$ cat config.mk
export PLATFORM = sky130hd
export DESIGN_NAME = abd_fifo
export DESIGN_NICKNAME = d
export VERILOG_FILES = /design/src/rtl/core/abd_pkg.sv /design/src/rtl/core/abd_fifo.sv
export SDC_FILE = /design/constraint.sdc
export NUM_CORES = 1
export LEC_CHECK = 0
export ABC_CLOCK_PERIOD_IN_PS = 13700
export BUFFER_PORTS_ARGS = -buffer_cell sky130_fd_sc_hd__buf_2
export CAP_MARGIN = 20
export CORE_UTILIZATION = 50
export CTS_BUF_LIST = sky130_fd_sc_hd__clkbuf_8 sky130_fd_sc_hd__clkbuf_16
export CTS_CLUSTER_DIAMETER = 200
export DETAILED_ROUTE_END_ITERATION = 12
export PLACE_DENSITY = 0.86
export SLEW_MARGIN = 10
export SYNTH_ARGS = -nofsm -noshare
export SYNTH_HDL_FRONTEND = slang
export SYNTH_SLANG_ARGS = --single-unit
$ cat constraint.sdc
create_clock -name clk_i -period 13.7 [get_ports clk_i]
set_clock_uncertainty 0.2 [all_clocks]
set_input_delay 0 -clock clk_i [delete_from_list [all_inputs] [get_ports clk_i]]
set_output_delay 0 -clock clk_i [all_outputs]
set_load 0.03 [all_outputs]
$ cat src/rtl/core/abd_pkg.sv
package abd_pkg;

  localparam int MAX_CLASSES_DEF = 128;
  localparam int MAX_GRID_DEF    = 128;
  localparam int ANCHORS_DEF     = 3;
  localparam int SIG_DEPTH_DEF   = 1024;

  localparam int FIFO_DEPTH = 2;
  // record fields sized for the largest grid and class parameters
  localparam int COL_W = 10;
  localparam int CLS_W = 10;

  localparam logic [63:0] ONE_Q32   = 64'h1_0000_0000;
  localparam logic [63:0] INV_E_Q32 = 64'd1580030169;

  typedef enum logic [3:0] {
    CFG_RAW_THR     = 4'd0,
    CFG_SCORE_THR   = 4'd1,
    CFG_GRID_W      = 4'd2,
    CFG_GRID_H      = 4'd3,
    CFG_STRIDE_LOG2 = 4'd4,
    CFG_CLASS_COUNT = 4'd5,
    CFG_ANCHOR_W    = 4'd6,
    CFG_ANCHOR_H    = 4'd7
  } cfg_index_e;

  typedef enum logic [3:0] {
    BK_IDLE,
    BK_LOOK,
    BK_SCORE,
    BK_WW,
    BK_HH,
    BK_WA,
    BK_HA,
    BK_BOX,
    BK_EMIT
  } back_state_e;

  typedef struct packed {
    logic signed [15:0] raw_thr;
    logic [15:0]        score_thr;
    logic [7:0]         grid_w;
    logic [7:0]         grid_h;
    logic [2:0]         stride_log2;
    logic [7:0]         class_count;
    logic [47:0]        anchor_w;
    logic [47:0]        anchor_h;
  } cfg_t;

  // logits: 0..3 box x/y/w/h, 4 objectness, 5 best class
  typedef struct packed {
    logic [5:0][15:0]   logits;
    logic [CLS_W-1:0]   cls_idx;
    logic [COL_W-1:0]   col;
    logic [COL_W-1:0]   row;
    logic [1:0]         anchor;
  } pred_t;

  // bit-serial long division, elaboration use only
  function automatic logic [63:0] udiv64(input logic [63:0] n, input logic [63:0] d);
    logic [64:0] rem;
    logic [63:0] q;
    rem = '0;
    q   = '0;
    for (int i = 63; i >= 0; i--) begin
      rem = {rem[63:0], n[i]};
      if (rem >= {1'b0, d}) begin
        rem  = rem - {1'b0, d};
        q[i] = 1'b1;
      end
    end
    return q;
  endfunction

  // exp(-n/256) in Q32 for n below 2560
  function automatic logic [63:0] exp_neg_q32(input logic [11:0] n);
    logic [63:0] sum;
    logic [63:0] term;
    logic [3:0]  k;
    logic [7:0]  f;
    k    = n[11:8];
    f    = n[7:0];
    sum  = ONE_Q32;
    term = ONE_Q32;
    for (int i = 1; i < 24; i++) begin
      term = udiv64(term * 64'(f), 64'(256 * i));
      if (i[0]) sum = sum - term;
      else      sum = sum + term;
    end
    for (int j = 0; j < 9; j++) begin
      if (4'(j) < k) sum = (sum * INV_E_Q32 + 64'h8000_0000) >> 32;
    end
    return sum;
  endfunction

  function automatic logic [15:0] sigmoid_entry(input int idx, input int depth);
    logic [63:0] d;
    logic [63:0] den;
    logic [63:0] s;
    logic [11:0] mag;
    int          xs;
    xs  = int'(udiv64(64'(idx) * 64'd4096, 64'(depth))) - 2048;
    mag = 12'(xs < 0 ? -xs : xs);
    d   = exp_neg_q32(mag);
    den = ONE_Q32 + d;
    if (xs >= 0) s = udiv64((64'd1 << 48) + (den >> 1), den);
    else         s = udiv64((d << 16) + (den >> 1), den);
    return (s > 64'd65535) ? 16'hFFFF : s[15:0];
  endfunction

endpackage

$ cat src/rtl/core/abd_fifo.sv
module abd_fifo #(
  parameter int DEPTH = abd_pkg::FIFO_DEPTH
) (
  input  logic           clk_i,
  input  logic           rst_ni,
  input  logic           push_i,
  input  abd_pkg::pred_t data_i,
  input  logic           pop_i,
  output abd_pkg::pred_t data_o,
  output logic           full_o,
  output logic           empty_o
);

  localparam int PW = (DEPTH > 1) ? $clog2(DEPTH) : 1;
  localparam int NW = $clog2(DEPTH + 1);

  abd_pkg::pred_t    mem_q [DEPTH];
  logic [PW-1:0]     wr_q, rd_q;
  logic [NW-1:0]     cnt_q;

  assign full_o  = cnt_q == NW'(DEPTH);
  assign empty_o = cnt_q == '0;
  assign data_o  = mem_q[rd_q];

  always_ff @(posedge clk_i or negedge rst_ni) begin
    if (!rst_ni) begin
      wr_q  <= '0;
      rd_q  <= '0;
      cnt_q <= '0;
    end else begin
      if (push_i) wr_q <= (wr_q == PW'(DEPTH - 1)) ? '0 : wr_q + PW'(1);
      if (pop_i)  rd_q <= (rd_q == PW'(DEPTH - 1)) ? '0 : rd_q + PW'(1);
      if (push_i && !pop_i)      cnt_q <= cnt_q + NW'(1);
      else if (pop_i && !push_i) cnt_q <= cnt_q - NW'(1);
    end
  end

  always_ff @(posedge clk_i) begin
    if (push_i) mem_q[wr_q] <= data_i;
  end

  a_no_overflow: assert property (@(posedge clk_i) disable iff (!rst_ni)
    push_i |-> !full_o || pop_i) else $error("queue push while full");
  a_no_underflow: assert property (@(posedge clk_i) disable iff (!rst_ni)
    pop_i |-> !empty_o) else $error("queue pop while empty");
  a_count_bound: assert property (@(posedge clk_i) disable iff (!rst_ni)
    cnt_q <= NW'(DEPTH)) else $error("queue count out of range");

endmodule

==> results by group <==
Yosys
  • Syn_area_per_cell: 22.87 um^2
  • Top cells by count, synth: 256 x edfxtp_1, 128 x mux2_2, 13 x buf_6
  • Most frequent cell after synthesis: edfxtp_1
  • Seq/Total Area, Yosys: 82.26%
  • Number of synthesized flops with an enable pin: 256
  • Main area contributors after synthesis: edfxtp_1 81%, mux2_2 15%, buf_6 1.5%, dfrtp_1 1.1%, xor2_1 0.37%
  • Dominant synthesized flop cell: edfxtp_1
  • Synthesis warning total: 0
  • Top cell type's share of synthesized area: 81.21%
  • Post-Synthesis Cells: 414
  • Cell area after synthesis: 9467 um^2
  • Synth cell types: 12
  • Synth Net Count: 547
  • Synth area leader: edfxtp_1
  • #FFs+latches synth: 260
  • Synth async-reset ratio: 1.538%

Floorplan
  • Initial core utilization: 51.81%
  • Die Ht: 139.6 um
  • Core Region: 18270 um^2
  • Die W: 139.6 um
  • FP Rows: 49
  • I/O pin count: 262
  • Die Footprint: 19490 um^2

Worst setup path
  • Critical path peak fanout: 67
  • Crit-path slowest cell: dfrtp_4
  • Worst Path Required: 13500 ps
  • Crit path buffers/inverters: 2
  • CP cell instances: buf_4 -> mux2_2 -> buf_2
  • CP max stage delay: 960 ps
  • CP Launch Type: flip-flop
  • Worst path top cell family by delay: buffers and inverters
  • Critical Setup Path Class: reg -> out
  • Crit. End Element: primary output
  • Critical Path AT: 3000 ps

Route
  • Routed vias: 5671
  • Initial drt markers: 232
  • DRT Wirelength: 22220 um
  • Avg WL per Cell: 19.65 um
  • Via/cell ratio: 5.014
  • Post-route DRC: 0
  • Post-route ant nets: 0
  • First-pass DRT Iterations: 4

Placed design
  • IO Port Bufs: 261
  • Placed cells: 894
  • RePlAce Congestion: 0.7097
  • Post-DP HPWL: 11480 um

STA
  • Hold Fails Final Rpt: 0
  • Fmax achieved: 312.7 MHz
  • Slew HR: 40.54%
  • Slew Limit Fails: 0
  • Final Critical Period: 3197 ps
  • Final Cycle Share: 23.34%
  • Slew @ Worst Pin: 891.8 ps
  • Sum Neg Setup Slack: 0 ps
  • Final setup viols: 0
  • Unrepaired setup endpoints after global routing: no

Layout
  • # diodes: 0
  • Filler instances: 974
  • Layout cells sized above 1: 48.67%
  • Nets@finish: 1015
  • Fin cells: 1131
  • Area growth syn-to-layout: 45.80%
  • Utilization after layout: 75.54%

Pwr
  • Overall power: 2.865 mW
  • Switching power share of the total: 33.97%
  • Switch Pwr: 0.9732 mW
  • PwrDens: 207.6 nW/um^2
  • Internal: 1.892 mW
  • Power share of the combinational group: 33.0%
  • Leakage power: 5.327 nW
  • Maximum VDD drop: 0.0001654 V
  • Clk network pwr share: 27.5%
  • Register share of total power: 39.5%

Clock tree
  • Clock tree buffer depth: 3
  • Root buf cell: clkbuf_16
  • Clock Latency Late Sink: 510 ps
  • Clock Sinks: 260
  • CTS buffer count: 27
  • CTS tree: done
  • Post_cts resized: 0
  • Reg clk slew, reported paths: 60 ps
  • H-tree Lvls: 1

Status
  • Outcome: complete, no violations

Global routing
  • Overflow left after global routing: 0
  • GRT Total Usage: 22.51%
  • Vias in the first global route: 6220
  • Largest net degree at the start of global routing: 68
  • First-pass GRT wire length: 33500 um
  • Initial antenna violation count: 0

Job
  • Total of max-cap violations: 0

Worst hold path
  • Hold Crit Class: in -> reg
power by group through the flow:
stage / Clock, mW / Sequential [mW] / Combinational (mW)
2_1_floorplan: 0 / 1.12 / 0.713
3_3_place_gp: 0 / 1.13 / 0.872
3_5_place_dp: 0 / 1.15 / 0.886
4_1_cts: 0.794 / 1.13 / 0.934
5_1_grt: 0.831 / 1.15 / 0.987
6_report: 0.787 / 1.13 / 0.945
cell usage in the layout (no fill, tap or decap):
cell,instances
xnor2_1,1
clkbuf_8,1
clkbuf_16,27
ha_1,1
bufinv_16,7
and2_4,1
buf_4,4
clkinv_4,1
nor2b_4,1
dfrtp_1,3
clkinvlp_4,1
dfrtp_4,1
nor2b_1,1
inv_1,5
nor2_1,2
clkinv_2,6
xor2_1,4
dlygate4sd3_1,188
edfxtp_1,256
buf_2,261
clkinv_1,2
mux2_2,128
final timing paths:
path                             from            to  slack, ps  cells past startpoint
max                              rd_q    data_o[10]      10500                      3
min                        data_i[91]  mem_q[1][91]         10                      2
max reg2reg                      wr_q  mem_q[1][42]      11060                      2
min reg2reg                  cnt_q[1]      cnt_q[1]        310                      1
max in group asynchronous      rst_ni          rd_q      12890                      3
min in group asynchronous      rst_ni      cnt_q[0]        200                      3
per-stage QoR:
step | hold WS [ps] | setup slack [ps] | area [um^2]
3_5_place_dp | -385.3 | 11040 | 10950
5_1_grt | 1.218 | 10370 | 13800
6_report | 13.27 | 10500 | 13800
3_3_place_gp | -389.0 | 11120 | 10950
4_1_cts | 0.0004996 | 10500 | 13800
2_1_floorplan | -495.6 | 6810 | 9467
area by class of cell:
cell class | instances | area, um^2 | share of cell area [%]
sequential | 260 | 7791 | 56.45
multi-input combinational | 139 | 1534 | 11.11
tap | 229 | 286.5 | 2.076
inverter | 1 | 3.754 | 0.02720
timing repair buffer | 453 | 3218 | 23.32
clock buffer | 28 | 689.4 | 4.995
clock inverter | 21 | 279.0 | 2.022
registers in the layout (all words and copies together), names as in the netlist:
name,flops
mem_q,256
cnt_q,2
wr_q,1
rd_q,1
per-layer routing:
layer / share of wire, % / global-route usage, % / routed length [um]
met1: 36 / 24.33 / 8072
met5: 0 / 0 / 0
met3: 6.7 / 5.575 / 1484
met4: 2.8 / 6.651 / 622
met2: 54 / 43.14 / 12040
worst register-to-register path, stage by stage, from the launching register on:
cell and delay [ps]:
dfrtp_1 420, and2_4 740, buf_4 860
cells by family after synthesis:
family,after synthesis,synth area share [%]
simple gates,5,0.2776
xor+xnor,5,0.4626
mux,128,15.23
flops,260,82.26
buf+inv,15,1.639
fa+ha+maj,1,0.1321
what timing repair did:
item,CTS,global route
setup buffers,0,0
hold buffers,188,0
setup endpoints to repair,0,0
endpoints found under the hold margin,264,0
Note: power is estimated with default switching activity, not from simulation.
