**config.mk**
```make
export PLATFORM = sky130hd
export DESIGN_NAME = abd_front
export DESIGN_NICKNAME = d
export VERILOG_FILES = /design/src/rtl/core/abd_pkg.sv /design/src/rtl/core/abd_front.sv
export SDC_FILE = /design/constraint.sdc
export NUM_CORES = 1
export LEC_CHECK = 0
export ABC_CLOCK_PERIOD_IN_PS = 10500
export BUFFER_PORTS_ARGS = -buffer_cell sky130_fd_sc_hd__buf_2
export CELL_PAD_IN_SITES_DETAIL_PLACEMENT = 1
export CELL_PAD_IN_SITES_GLOBAL_PLACEMENT = 2
export CORE_ASPECT_RATIO = 1.1
export CORE_MARGIN = 4
export CORE_UTILIZATION = 33
export CTS_CLUSTER_DIAMETER = 80
export DETAILED_ROUTE_END_ITERATION = 12
export GPL_TIMING_DRIVEN = 0
export PLACE_DENSITY = 0.95
export SYNTH_ARGS = -nofsm -noshare
export SYNTH_HDL_FRONTEND = slang
export SYNTH_SLANG_ARGS = --single-unit
```
**constraint.sdc**
```tcl
create_clock -name clk_i -period 10.5 [get_ports clk_i]
set_input_delay 2.1 -clock clk_i [delete_from_list [all_inputs] [get_ports clk_i]]
set_output_delay 2.1 -clock clk_i [all_outputs]
set_load 0.05 [all_outputs]
```
**src/rtl/core/abd_pkg.sv**
```systemverilog
package abd_pkg;

  localparam int MAX_CLASSES_DEF = 128;
  localparam int MAX_GRID_DEF    = 128;
  localparam int ANCHORS_DEF     = 3;
  localparam int SIG_DEPTH_DEF   = 1024;

  localparam int FIFO_DEPTH = 2;
  // record fields sized for the largest grid and class parameters
  localparam int COL_W = 10;
  localparam int CLS_W = 10;

  localparam logic [63:0] ONE_Q32   = 64'h1_0000_0000;
  localparam logic [63:0] INV_E_Q32 = 64'd1580030169;

  typedef enum logic [3:0] {
    CFG_RAW_THR     = 4'd0,
    CFG_SCORE_THR   = 4'd1,
    CFG_GRID_W      = 4'd2,
    CFG_GRID_H      = 4'd3,
    CFG_STRIDE_LOG2 = 4'd4,
    CFG_CLASS_COUNT = 4'd5,
    CFG_ANCHOR_W    = 4'd6,
    CFG_ANCHOR_H    = 4'd7
  } cfg_index_e;

  typedef enum logic [3:0] {
    BK_IDLE,
    BK_LOOK,
    BK_SCORE,
    BK_WW,
    BK_HH,
    BK_WA,
    BK_HA,
    BK_BOX,
    BK_EMIT
  } back_state_e;

  typedef struct packed {
    logic signed [15:0] raw_thr;
    logic [15:0]        score_thr;
    logic [7:0]         grid_w;
    logic [7:0]         grid_h;
    logic [2:0]         stride_log2;
    logic [7:0]         class_count;
    logic [47:0]        anchor_w;
    logic [47:0]        anchor_h;
  } cfg_t;

  // logits: 0..3 box x/y/w/h, 4 objectness, 5 best class
  typedef struct packed {
    logic [5:0][15:0]   logits;
    logic [CLS_W-1:0]   cls_idx;
    logic [COL_W-1:0]   col;
    logic [COL_W-1:0]   row;
    logic [1:0]         anchor;
  } pred_t;

  // bit-serial long division, elaboration use only
  function automatic logic [63:0] udiv64(input logic [63:0] n, input logic [63:0] d);
    logic [64:0] rem;
    logic [63:0] q;
    rem = '0;
    q   = '0;
    for (int i = 63; i >= 0; i--) begin
      rem = {rem[63:0], n[i]};
      if (rem >= {1'b0, d}) begin
        rem  = rem - {1'b0, d};
        q[i] = 1'b1;
      end
    end
    return q;
  endfunction

  // exp(-n/256) in Q32 for n below 2560
  function automatic logic [63:0] exp_neg_q32(input logic [11:0] n);
    logic [63:0] sum;
    logic [63:0] term;
    logic [3:0]  k;
    logic [7:0]  f;
    k    = n[11:8];
    f    = n[7:0];
    sum  = ONE_Q32;
    term = ONE_Q32;
    for (int i = 1; i < 24; i++) begin
      term = udiv64(term * 64'(f), 64'(256 * i));
      if (i[0]) sum = sum - term;
      else      sum = sum + term;
    end
    for (int j = 0; j < 9; j++) begin
      if (4'(j) < k) sum = (sum * INV_E_Q32 + 64'h8000_0000) >> 32;
    end
    return sum;
  endfunction

  function automatic logic [15:0] sigmoid_entry(input int idx, input int depth);
    logic [63:0] d;
    logic [63:0] den;
    logic [63:0] s;
    logic [11:0] mag;
    int          xs;
    xs  = int'(udiv64(64'(idx) * 64'd4096, 64'(depth))) - 2048;
    mag = 12'(xs < 0 ? -xs : xs);
    d   = exp_neg_q32(mag);
    den = ONE_Q32 + d;
    if (xs >= 0) s = udiv64((64'd1 << 48) + (den >> 1), den);
    else         s = udiv64((d << 16) + (den >> 1), den);
    return (s > 64'd65535) ? 16'hFFFF : s[15:0];
  endfunction

endpackage

```
**src/rtl/core/abd_front.sv**
```systemverilog
module abd_front #(
  parameter int MAX_CLASSES = abd_pkg::MAX_CLASSES_DEF,
  parameter int MAX_GRID    = abd_pkg::MAX_GRID_DEF,
  parameter int ANCHORS     = abd_pkg::ANCHORS_DEF
) (
  input  logic               clk_i,
  input  logic               rst_ni,
  input  abd_pkg::cfg_t      cfg_i,
  input  logic               in_valid_i,
  output logic               in_stall_o,
  input  logic signed [15:0] raw_value_i,
  input  logic               map_start_i,
  input  logic               full_i,
  output logic               push_o,
  output abd_pkg::pred_t     rec_o
);

  localparam int EW = $clog2(MAX_CLASSES + 5);
  localparam int CW = $clog2(MAX_GRID + 1);
  localparam int BW = (MAX_CLASSES > 1) ? $clog2(MAX_CLASSES) : 1;

  logic [EW-1:0]      elem_q, elem_d, e;
  logic [1:0]         anc_q, anc_d, a0;
  logic [CW-1:0]      col_q, col_d, c0;
  logic [CW-1:0]      row_q, row_d, r0;
  logic [3:0][15:0]   box_q, box_d;
  logic signed [15:0] obj_q, obj_d, best_q, best_d;
  logic [BW-1:0]      bidx_q, bidx_d;
  logic               rej_q, rej_d;

  logic [15:0] classes, gw, gh, last, e16, c_inc, r_inc;
  logic [2:0]  a_inc;
  logic        pred_end, accept;

  assign in_stall_o = full_i;
  assign accept     = in_valid_i && !full_i;

  always_comb begin
    classes = (cfg_i.class_count == 8'd0) ? 16'd1 :
              (16'(cfg_i.class_count) > 16'(MAX_CLASSES)) ? 16'(MAX_CLASSES) :
              16'(cfg_i.class_count);
    gw = (cfg_i.grid_w == 8'd0) ? 16'd1 :
         (16'(cfg_i.grid_w) > 16'(MAX_GRID)) ? 16'(MAX_GRID) : 16'(cfg_i.grid_w);
    gh = (cfg_i.grid_h == 8'd0) ? 16'd1 :
         (16'(cfg_i.grid_h) > 16'(MAX_GRID)) ? 16'(MAX_GRID) : 16'(cfg_i.grid_h);
    last = 16'd4 + classes;

    e   = map_start_i ? '0 : elem_q;
    a0  = map_start_i ? '0 : anc_q;
    c0  = map_start_i ? '0 : col_q;
    r0  = map_start_i ? '0 : row_q;
    e16 = 16'(e);

    box_d  = box_q;
    obj_d  = obj_q;
    best_d = best_q;
    bidx_d = bidx_q;
    rej_d  = rej_q;
    if (e16 < 16'd4) begin
      box_d[e[1:0]] = raw_value_i;
    end else if (e16 == 16'd4) begin
      obj_d = raw_value_i;
      rej_d = raw_value_i < cfg_i.raw_thr;
    end else if (e16 == 16'd5) begin
      best_d = raw_value_i;
      bidx_d = '0;
    end else if (raw_value_i > best_q) begin
      best_d = raw_value_i;
      bidx_d = BW'(e16 - 16'd5);
    end

    pred_end = e16 >= last;
    elem_d   = pred_end ? '0 : EW'(e16 + 16'd1);

    a_inc = {1'b0, a0} + 3'd1;
    c_inc = 16'(c0) + 16'd1;
    r_inc = 16'(r0) + 16'd1;
    anc_d = a0;
    col_d = c0;
    row_d = r0;
    if (pred_end) begin
      if (a_inc >= 3'(ANCHORS)) begin
        anc_d = '0;
        if (c_inc >= gw) begin
          col_d = '0;
          row_d = (r_inc >= gh) ? '0 : CW'(r_inc);
        end else begin
          col_d = CW'(c_inc);
        end
      end else begin
        anc_d = a_inc[1:0];
        if (16'(c0) >= gw) col_d = '0;
        if (16'(r0) >= gh) row_d = '0;
      end
    end
  end

  always_comb begin
    rec_o.logits[0] = box_d[0];
    rec_o.logits[1] = box_d[1];
    rec_o.logits[2] = box_d[2];
    rec_o.logits[3] = box_d[3];
    rec_o.logits[4] = obj_d;
    rec_o.logits[5] = best_d;
    rec_o.cls_idx   = abd_pkg::CLS_W'(bidx_d);
    rec_o.col       = abd_pkg::COL_W'(c0);
    rec_o.row       = abd_pkg::COL_W'(r0);
    rec_o.anchor    = a0;
  end

  assign push_o = accept && pred_end && !rej_d;

  always_ff @(posedge clk_i or negedge rst_ni) begin
    if (!rst_ni) begin
      elem_q <= '0;
      anc_q  <= '0;
      col_q  <= '0;
      row_q  <= '0;
      box_q  <= '0;
      obj_q  <= '0;
      best_q <= '0;
      bidx_q <= '0;
      rej_q  <= 1'b0;
    end else if (accept) begin
      elem_q <= elem_d;
      anc_q  <= anc_d;
      col_q  <= col_d;
      row_q  <= row_d;
      box_q  <= box_d;
      obj_q  <= obj_d;
      best_q <= best_d;
      bidx_q <= bidx_d;
      rej_q  <= rej_d;
    end
  end

endmodule

```
==> metrics.yaml, run 1 <==
status: "finished clean"
yosys-top-cells-area: "dfrtp_1, mux2_2, ha_1, nand2_1, o21ai_0"
drtIter0Drc: 257
hold_slack_ps: 474.2
finalCriticalPeriod_ps: 8305
grt_use_total: 0.1883
grt_pass1_wl_um: 46080
rsz0062_at_grt: "no"
cts_setup_buffers: 0
async_flop_share: 1.000
final_cells: 1516
p_switching_mw: 1.391
critPathLaunchType: "input pin"
layout-drive-gt1-share: 0.3526
endpoint_kind: "output pin"
io_buffers: 183
arrival_ps: 6210
drt_first_pass_iters: 4
clk_latency_ps: 430
grt_pass1_vias: 8564
ant_nets: 0
drc: 0
dp_cells: 1482
post-synth-top-count-cell: "mux2_2"
tritoncts: "yes"
synth_top_cell_area_share: 0.3586
die_w_um: 166.1
cts_resized: 0
required_ps: 8400
rows: 63
pwr-share-clk: 0.210
coreArea_mm2: 0.02704
fp.dieArea_mm2: 0.03021
finClkSkew_ps: 18.83
synth_edf_count: 0
yosysSeqAreaShare: 0.3586
slew_viol_final: 0
fin_nets: 1398
cts_hold_buf: 0
drv_cap: 0
cts_root_buf: "clkbuf_16"
vias_per_cell: 5.197
synthToLayoutAreaGrowth_pct: 22.13
ys_warn_count: 0
finalCritPeriodShare: 0.7910
synth_area_per_cell_um2: 9.703
final-hold-violation-count: 0
ys_ff_latch: 130
netlist_area_mm2: 0.009072
ir_drop_v: 0.0002216
clock_path_buffers: 2
grt_antenna_before_repair: 2
share_comb_of_total_power: 0.525
die_y_um: 181.9
power-per-cell-area_mw_per_mm2: 257.8
worstMarginPinSlew_ps: 757.3
grt_max_degree: 83
place.gp.congestion: 0.8534
post_drt_wl_per_cell_um: 18.97
ys.flop_type: "dfrtp_1"
gr-total-overflow: 0
slew-limit-headroom: 0.4951
switching_share: 0.4870
worstPathMaxFanout: 10
synth_cell_types: 68
hpwl_um: 22360
h-tree-depth: 4
fin_tns_setup_ps: 0
clkSlewWorstSetupHoldPaths_ps: 60
cts_buffers: 17
p_leak_nw: 5.507
max_freq_ghz: 0.1204
p_int_mw: 1.466
wirelength_um: 28760
hold_path.class: "flop to flop"
netlist_top_cells_count: "mux2_2, dfrtp_1, nand2_1, ha_1, o21ai_0"
ioPinCount: 306
syn_inst: 935
worst-setup-path-type: "input pin to output pin"
fill_cells: 3191
synth_top_area_cell: "dfrtp_1"
cts_sinks: 130
initial_core_util: 0.3356
vias: 7878
setup_violations: 0
p_seq_frac: 0.265
[per-stage QoR]
step / power [mW] / cell area, um2 / setup WS (ps) / utilization
final: 2.857 / 11080 / 2195 / 0.4098
after global routing: 3.005 / 11080 / 1897 / 0.4097
after CTS: 2.883 / 11080 / 2184 / 0.4096
after detailed placement: 2.264 / 10490 / 2207 / 0.3880
after global placement: 2.217 / 10460 / 2217 / 0.3868
after floorplan: 1.891 / 9095 / 3307 / -
[worst paths after layout]
check | start | endpoint | slack, ps | cells after the start
setup reg to reg | col_q[0]$_DFFE_PN0P_ | row_q[5]$_DFFE_PN0P_ | 6630 | 16
min in group asynchronous | rst_ni | box_q[34]$_DFFE_PN0P_ | 1610 | 1
hold reg to reg | obj_q[4]$_DFFE_PN0P_ | obj_q[4]$_DFFE_PN0P_ | 470 | 2
hold / removal | obj_q[4]$_DFFE_PN0P_ | obj_q[4]$_DFFE_PN0P_ | 470 | 2
max in group asynchronous | rst_ni | best_q[9]$_DFFE_PN0P_ | 8100 | 2
setup / recovery | map_start_i | rec_o[126] | 2190 | 15
[registers in the layout, indices dropped and copies added, names as in the netlist]
signal and flops:
anc_q 2, elem_q 8, best_q 16, box_q 64, bidx_q 7, rej_q 1
col_q 8, obj_q 16, row_q 8
[placed cells by master (no fill, tap or decap), drive strengths merged, types with 4 or more instances in the layout]
cell,n
inv,49
o2bb2ai,10
a21oi,32
xor2,8
nor2,33
nand2b,15
o21ai,77
o21a,5
buf,210
nor4,6
o31ai,7
mux2,154
clkbuf,49
nand4,8
ha,78
o211ai,5
and3,6
nand2,129
dfrtp,130
nand3,16
conb,7
mux2i,4
and2,5
a31oi,8
a21o,5
a22o,4
xnor2,8
clkinv,7
nor2b,27
a211oi,4
nor3,9
[cells by family after synthesis]
family | after synthesis | share of synthesized area
simple gates | 271 | 0.1463
buf+inv | 104 | 0.04965
xor+xnor | 16 | 0.01545
flops | 130 | 0.3586
mux | 158 | 0.1960
other cells | 1 | 0.0004133
fa+ha+maj | 78 | 0.1076
compound gates | 177 | 0.1261
[power by group through the flow]
stage / logic, mW / clock network [mW] / registers [mW]
finish: 1.50 / 0.600 / 0.758
global route: 1.60 / 0.636 / 0.774
detailed placement: 1.50 / 0 / 0.762
floorplan: 1.16 / 0 / 0.731
CTS: 1.51 / 0.612 / 0.757
global placement: 1.47 / 0 / 0.744
[critical path: stages]
cell	delay, ps
buf_2	180
inv_1	270
buf_1	610
nand2_1	350
ha_1	290
clkbuf_1	210
nor2b_1	360
o31ai_4	130
a21oi_2	160
a21bo_4	240
mux2i_2	330
clkbuf_1	340
o21ai_0	150
o21ai_1	160
buf_2	310
[layer usage]
metal	vias up	global-route usage	part of all wire
li1	3736	-	-
met1	3896	0.2288	0.43
met2	199	0.3307	0.50
met3	47	0.04071	0.048
met4	0	0.06436	0.024
met5	-	0	0
[cell type report]
type	instances	area, um2	area share
Multi-Input combinational cell	707	5391	0.4866
Sequential cell	130	3253	0.2936
Timing Repair Buffer	184	949.7	0.08570
Tap cell	357	446.7	0.04031
Clock buffer	17	425.4	0.03839
Buffer	58	277.8	0.02507
Inverter	46	172.7	0.01558
Clock inverter	15	158.9	0.01434
Antenna cell	2	5.005	0.0004517
No activity file was read; power rests on OpenSTA's default activity.
==> run 2, diff against run 1 <==
Settings changed: ABC_AREA set to 1, ABC_CLOCK_PERIOD_IN_PS 10500 to 7400, CORE_UTILIZATION 33 to 25, PLACE_DENSITY 0.95 to 0.9.
Clock period 10.5 ns to 7.4 ns, I/O delays scaled along.
==> run 2 against run 1 <==
  * Clock skew shrank 8.3 ps
  * Wire length grew 26%
  * Area after synthesis grew 3.5%
  * Highest routed layer unchanged
  * Count of clock-buffer cells in the layout grew 2
  * Register-to-register slack lost 2400 ps
  * Critical endpoint is now rec_o[110]
  * Final cell count grew 36%
  * Setup slack lost 780 ps
  * Total power grew 41%
  * Critical path type unchanged
  * Critical path depth shrank 5
  * Synthesized cell count grew 44%
  * Largest power group unchanged
  * Sequential cell count is the same
==> metrics.yaml, run 2 <==
status: "finished clean"
p_switching_mw: 2.010  # +44%
grt_max_degree: 72  # -13%
cts_sinks: 130  # unchanged
grt_antenna_before_repair: 1  # -1
max_freq_ghz: 0.1669
crit_path_start: "map_start_i"
place.gp.congestion: 0.8124  # -4.8%
wirelength_um: 36150  # +26%
design_area_mm2: 0.01164  # +5.1%
fp.dieArea_mm2: 0.04073  # +35%
finalCriticalPeriod_ps: 5990
netlist_area_mm2: 0.009392  # +3.5%
hold_slack_ps: 477.5  # +3.345 ps
ir_drop_v: 0.0001504  # -32%
hold_path.class: "flop to flop"
cts_buffers: 17  # unchanged
layout_common_cells: "nand2_1, inv_1, buf_2"
coreArea_mm2: 0.03713  # +37%
p_int_mw: 2.017  # +38%
fin_tns_setup_ps: 0  # unchanged
ys_ff_latch: 130  # unchanged
crit_buf_inv: 6  # unchanged
pre_cts_slack_ps: 1398  # -809.0 ps
crit_chain: "buf_2 -> buf_4 -> buf_1 -> nor2_1 -> inv_1 -> ha_1 -> nand3_2 -> clkbuf_1 -> o21ai_0 -> buf_2"
rr_worst_depth: 17  # +1
cts_root_buf: "clkbuf_16"
share_comb_of_total_power: 0.515  # -0.010
crit_end: "rec_o[110]"
drt-met1-wl_um: 15610  # +25%
initial_core_util: 0.2529  # -0.08261
rows: 74  # +17%
drt_first_pass_iters: 6  # +2
layout-drive-gt1-share: 0.1694  # -0.1832
ys.flop_type: "dfrtp_1"
p_leak_nw: 6.200  # +13%
largest_reg_flops: 64  # unchanged
arrival_ps: 4510  # -1700 ps
vias_per_cell: 4.675  # -10%
reg_top3: "box_q x64, best_q x16, obj_q x16"
final_cells: 2065  # +36%
synth_top_cell_area_share: 0.3464  # -0.01218
synth_top_area_cell: "dfrtp_1"
rr_endpoint: "col_q[7]$_DFFE_PN0P_"
cts_resized: 0  # unchanged
r2r_setup_slack_ps: 4230  # -2400 ps
finClkSkew_ps: 10.56  # -8.274 ps
syn_inst: 1348  # +44%
clk_latency_ps: 430  # about the same
fin_ws_ps: 1410  # -784.5 ps
p_total_mw: 4.027  # +41%
synth_top_family_by_area: "simple AND/OR/NAND/NOR gates"
cp_slowest_cell: "o21ai_0"
drc: 0  # unchanged
power-per-cell-area_mw_per_mm2: 345.8  # +34%
synth_edf_count: 0  # unchanged
fin_nets: 1811  # +30%
vias: 9653  # +23%
dp_cells: 2032  # +37%
tritoncts: "yes"
grt_pass1_wl_um: 56520  # +23%
yosysSeqAreaShare: 0.3464  # -0.01218
yosys.area_share.adder: 0.1039  # -0.003655
synthToLayoutAreaGrowth_pct: 23.98
worst-setup-path-type: "input pin to output pin"
worstMarginPinSlew_ps: 772.0  # +14.71 ps
slew-limit-headroom: 0.4853  # -0.009809
top_layer_used: "met4"
cts_setup_buffers: 0  # unchanged
regMostFlops: "box_q"
rsz0062_at_grt: "no"
drv_cap: 0  # unchanged
drtIter0Drc: 310  # +21%
grt_pass1_vias: 10376  # +21%
dpl_cell_area_mm2: 0.01098  # +4.7%
min_path_cells: 2  # unchanged
netlist_top_cells_count: "nand2_1, inv_1, dfrtp_1, o21ai_0, ha_1"
final_common_cell: "nand2_1"
die_w_um: 192.8  # +16%
wl_met2_um: 17880  # +25%
muxShareOfSynthArea: 0  # -0.1960
gr-total-overflow: 0  # unchanged
die_y_um: 211.3  # +16%
p_seq_frac: 0.246  # -0.019
worstPathMaxFanout: 10  # unchanged
hpwl_um: 27880  # +25%
post-synth-top-count-cell: "nand2_1"
switching_share: 0.4991  # +0.01211
ioPinCount: 306  # unchanged
critical-path-top-delay-family: "buffers and inverters"
yosys.area_share.simple: 0.2862  # +0.1398
critPathMaxStageDelay_ps: 550  # -60 ps
ant_nets: 0  # unchanged
final-hold-violation-count: 0  # unchanged
synth_compound_area_frac: 0.1387  # +0.01264
clock_path_buffers: 2  # unchanged
yosys-top-cells-area: "dfrtp_1, nand2_1, ha_1, inv_1, o21ai_0"
fin_util: 0.3136  # -0.09622
required_ps: 5920  # -2480 ps
met3_length_um: 1807  # +32%
synth_xor_area_frac: 0.01585  # +0.0004078
clkSlewWorstSetupHoldPaths_ps: 60  # about the same
critPathLaunchType: "input pin"
io_buffers: 183  # unchanged
async_flop_share: 1.000  # unchanged
pwr-share-clk: 0.239  # +0.029
synth_area_per_cell_um2: 6.967  # -28%
cts_hold_buf: 0  # unchanged
grt_use_total: 0.1776  # -0.01073
r2r-start: "col_q[1]$_DFFE_PN0P_"
endpoint_kind: "output pin"
post_drt_wl_per_cell_um: 17.50  # -7.7%
setup_violations: 0  # unchanged
slew_viol_final: 0  # unchanged
synth_cell_types: 45  # -34%
cp_common_cell: "buf_2"
cp.depth: 10  # -5
h-tree-depth: 4  # unchanged
finalCritPeriodShare: 0.8094
ys_warn_count: 0  # unchanged
run 2: power groups by stage:
stage | combinational [mW] | clock (mW) | sequential (mW)
2_1_floorplan | 1.53 | 0 | 0.980
3_3_place_gp | 2.04 | 0 | 0.993
3_5_place_dp | 2.09 | 0 | 1.00
4_1_cts | 2.10 | 0.990 | 0.993
5_1_grt | 2.26 | 1.01 | 1.01
6_report | 2.07 | 0.961 | 0.992
run 2: cells by family (layout without fill, tap and decap cells):
logic type	after synthesis	count (layout)
adder cells (fa/ha/maj)	78	78
other	1	8
XOR/XNOR	17	17
AND/OR/NAND/NOR	622	622
flip-flops	130	130
buffers and inverters	254	470
AO/OA/AOI/OAI	246	246
run 2: worst min-delay path: stages (launching register included):
cell and delay, ps:
dfrtp_1 340, nand2_1 50, nand2_1 50
run 2: cell type report:
| type | count | area [um2] |
|---|---|---|
| Clock buffer | 19 | 452.9 |
| Timing Repair Buffer | 184 | 949.7 |
| Buffer | 55 | 272.8 |
| Inverter | 199 | 747.0 |
| Fill cell | 4710 | 25480 |
| Multi-Input combinational cell | 970 | 5141 |
| Clock inverter | 13 | 206.4 |
| Tap cell | 494 | 618.1 |
| Antenna cell | 1 | 2.502 |
| Sequential cell | 130 | 3253 |
run 2: how the worst min path moves through the flow:
| stage | from | to | slack [ps] |
|---|---|---|---|
| 3_3_place_gp | best_q[7]$_DFFE_PN0P_ | best_q[7]$_DFFE_PN0P_ | 460 |
| 2_1_floorplan | row_q[0]$_DFFE_PN0P_ | row_q[0]$_DFFE_PN0P_ | 450 |
| 4_1_cts | best_q[14]$_DFFE_PN0P_ | best_q[14]$_DFFE_PN0P_ | 480 |
| 6_report | best_q[14]$_DFFE_PN0P_ | best_q[14]$_DFFE_PN0P_ | 480 |
| 5_1_grt | best_q[14]$_DFFE_PN0P_ | best_q[14]$_DFFE_PN0P_ | 500 |
| 3_5_place_dp | best_q[14]$_DFFE_PN0P_ | best_q[14]$_DFFE_PN0P_ | 470 |
run 2: routing by layer:
| layer | vias to the layer above | global-route usage |
|---|---|---|
| li1 | 4731 | - |
| met4 | 0 | 0.05042 |
| met2 | 187 | 0.3154 |
| met5 | - | 0 |
| met1 | 4692 | 0.2166 |
| met3 | 43 | 0.03669 |
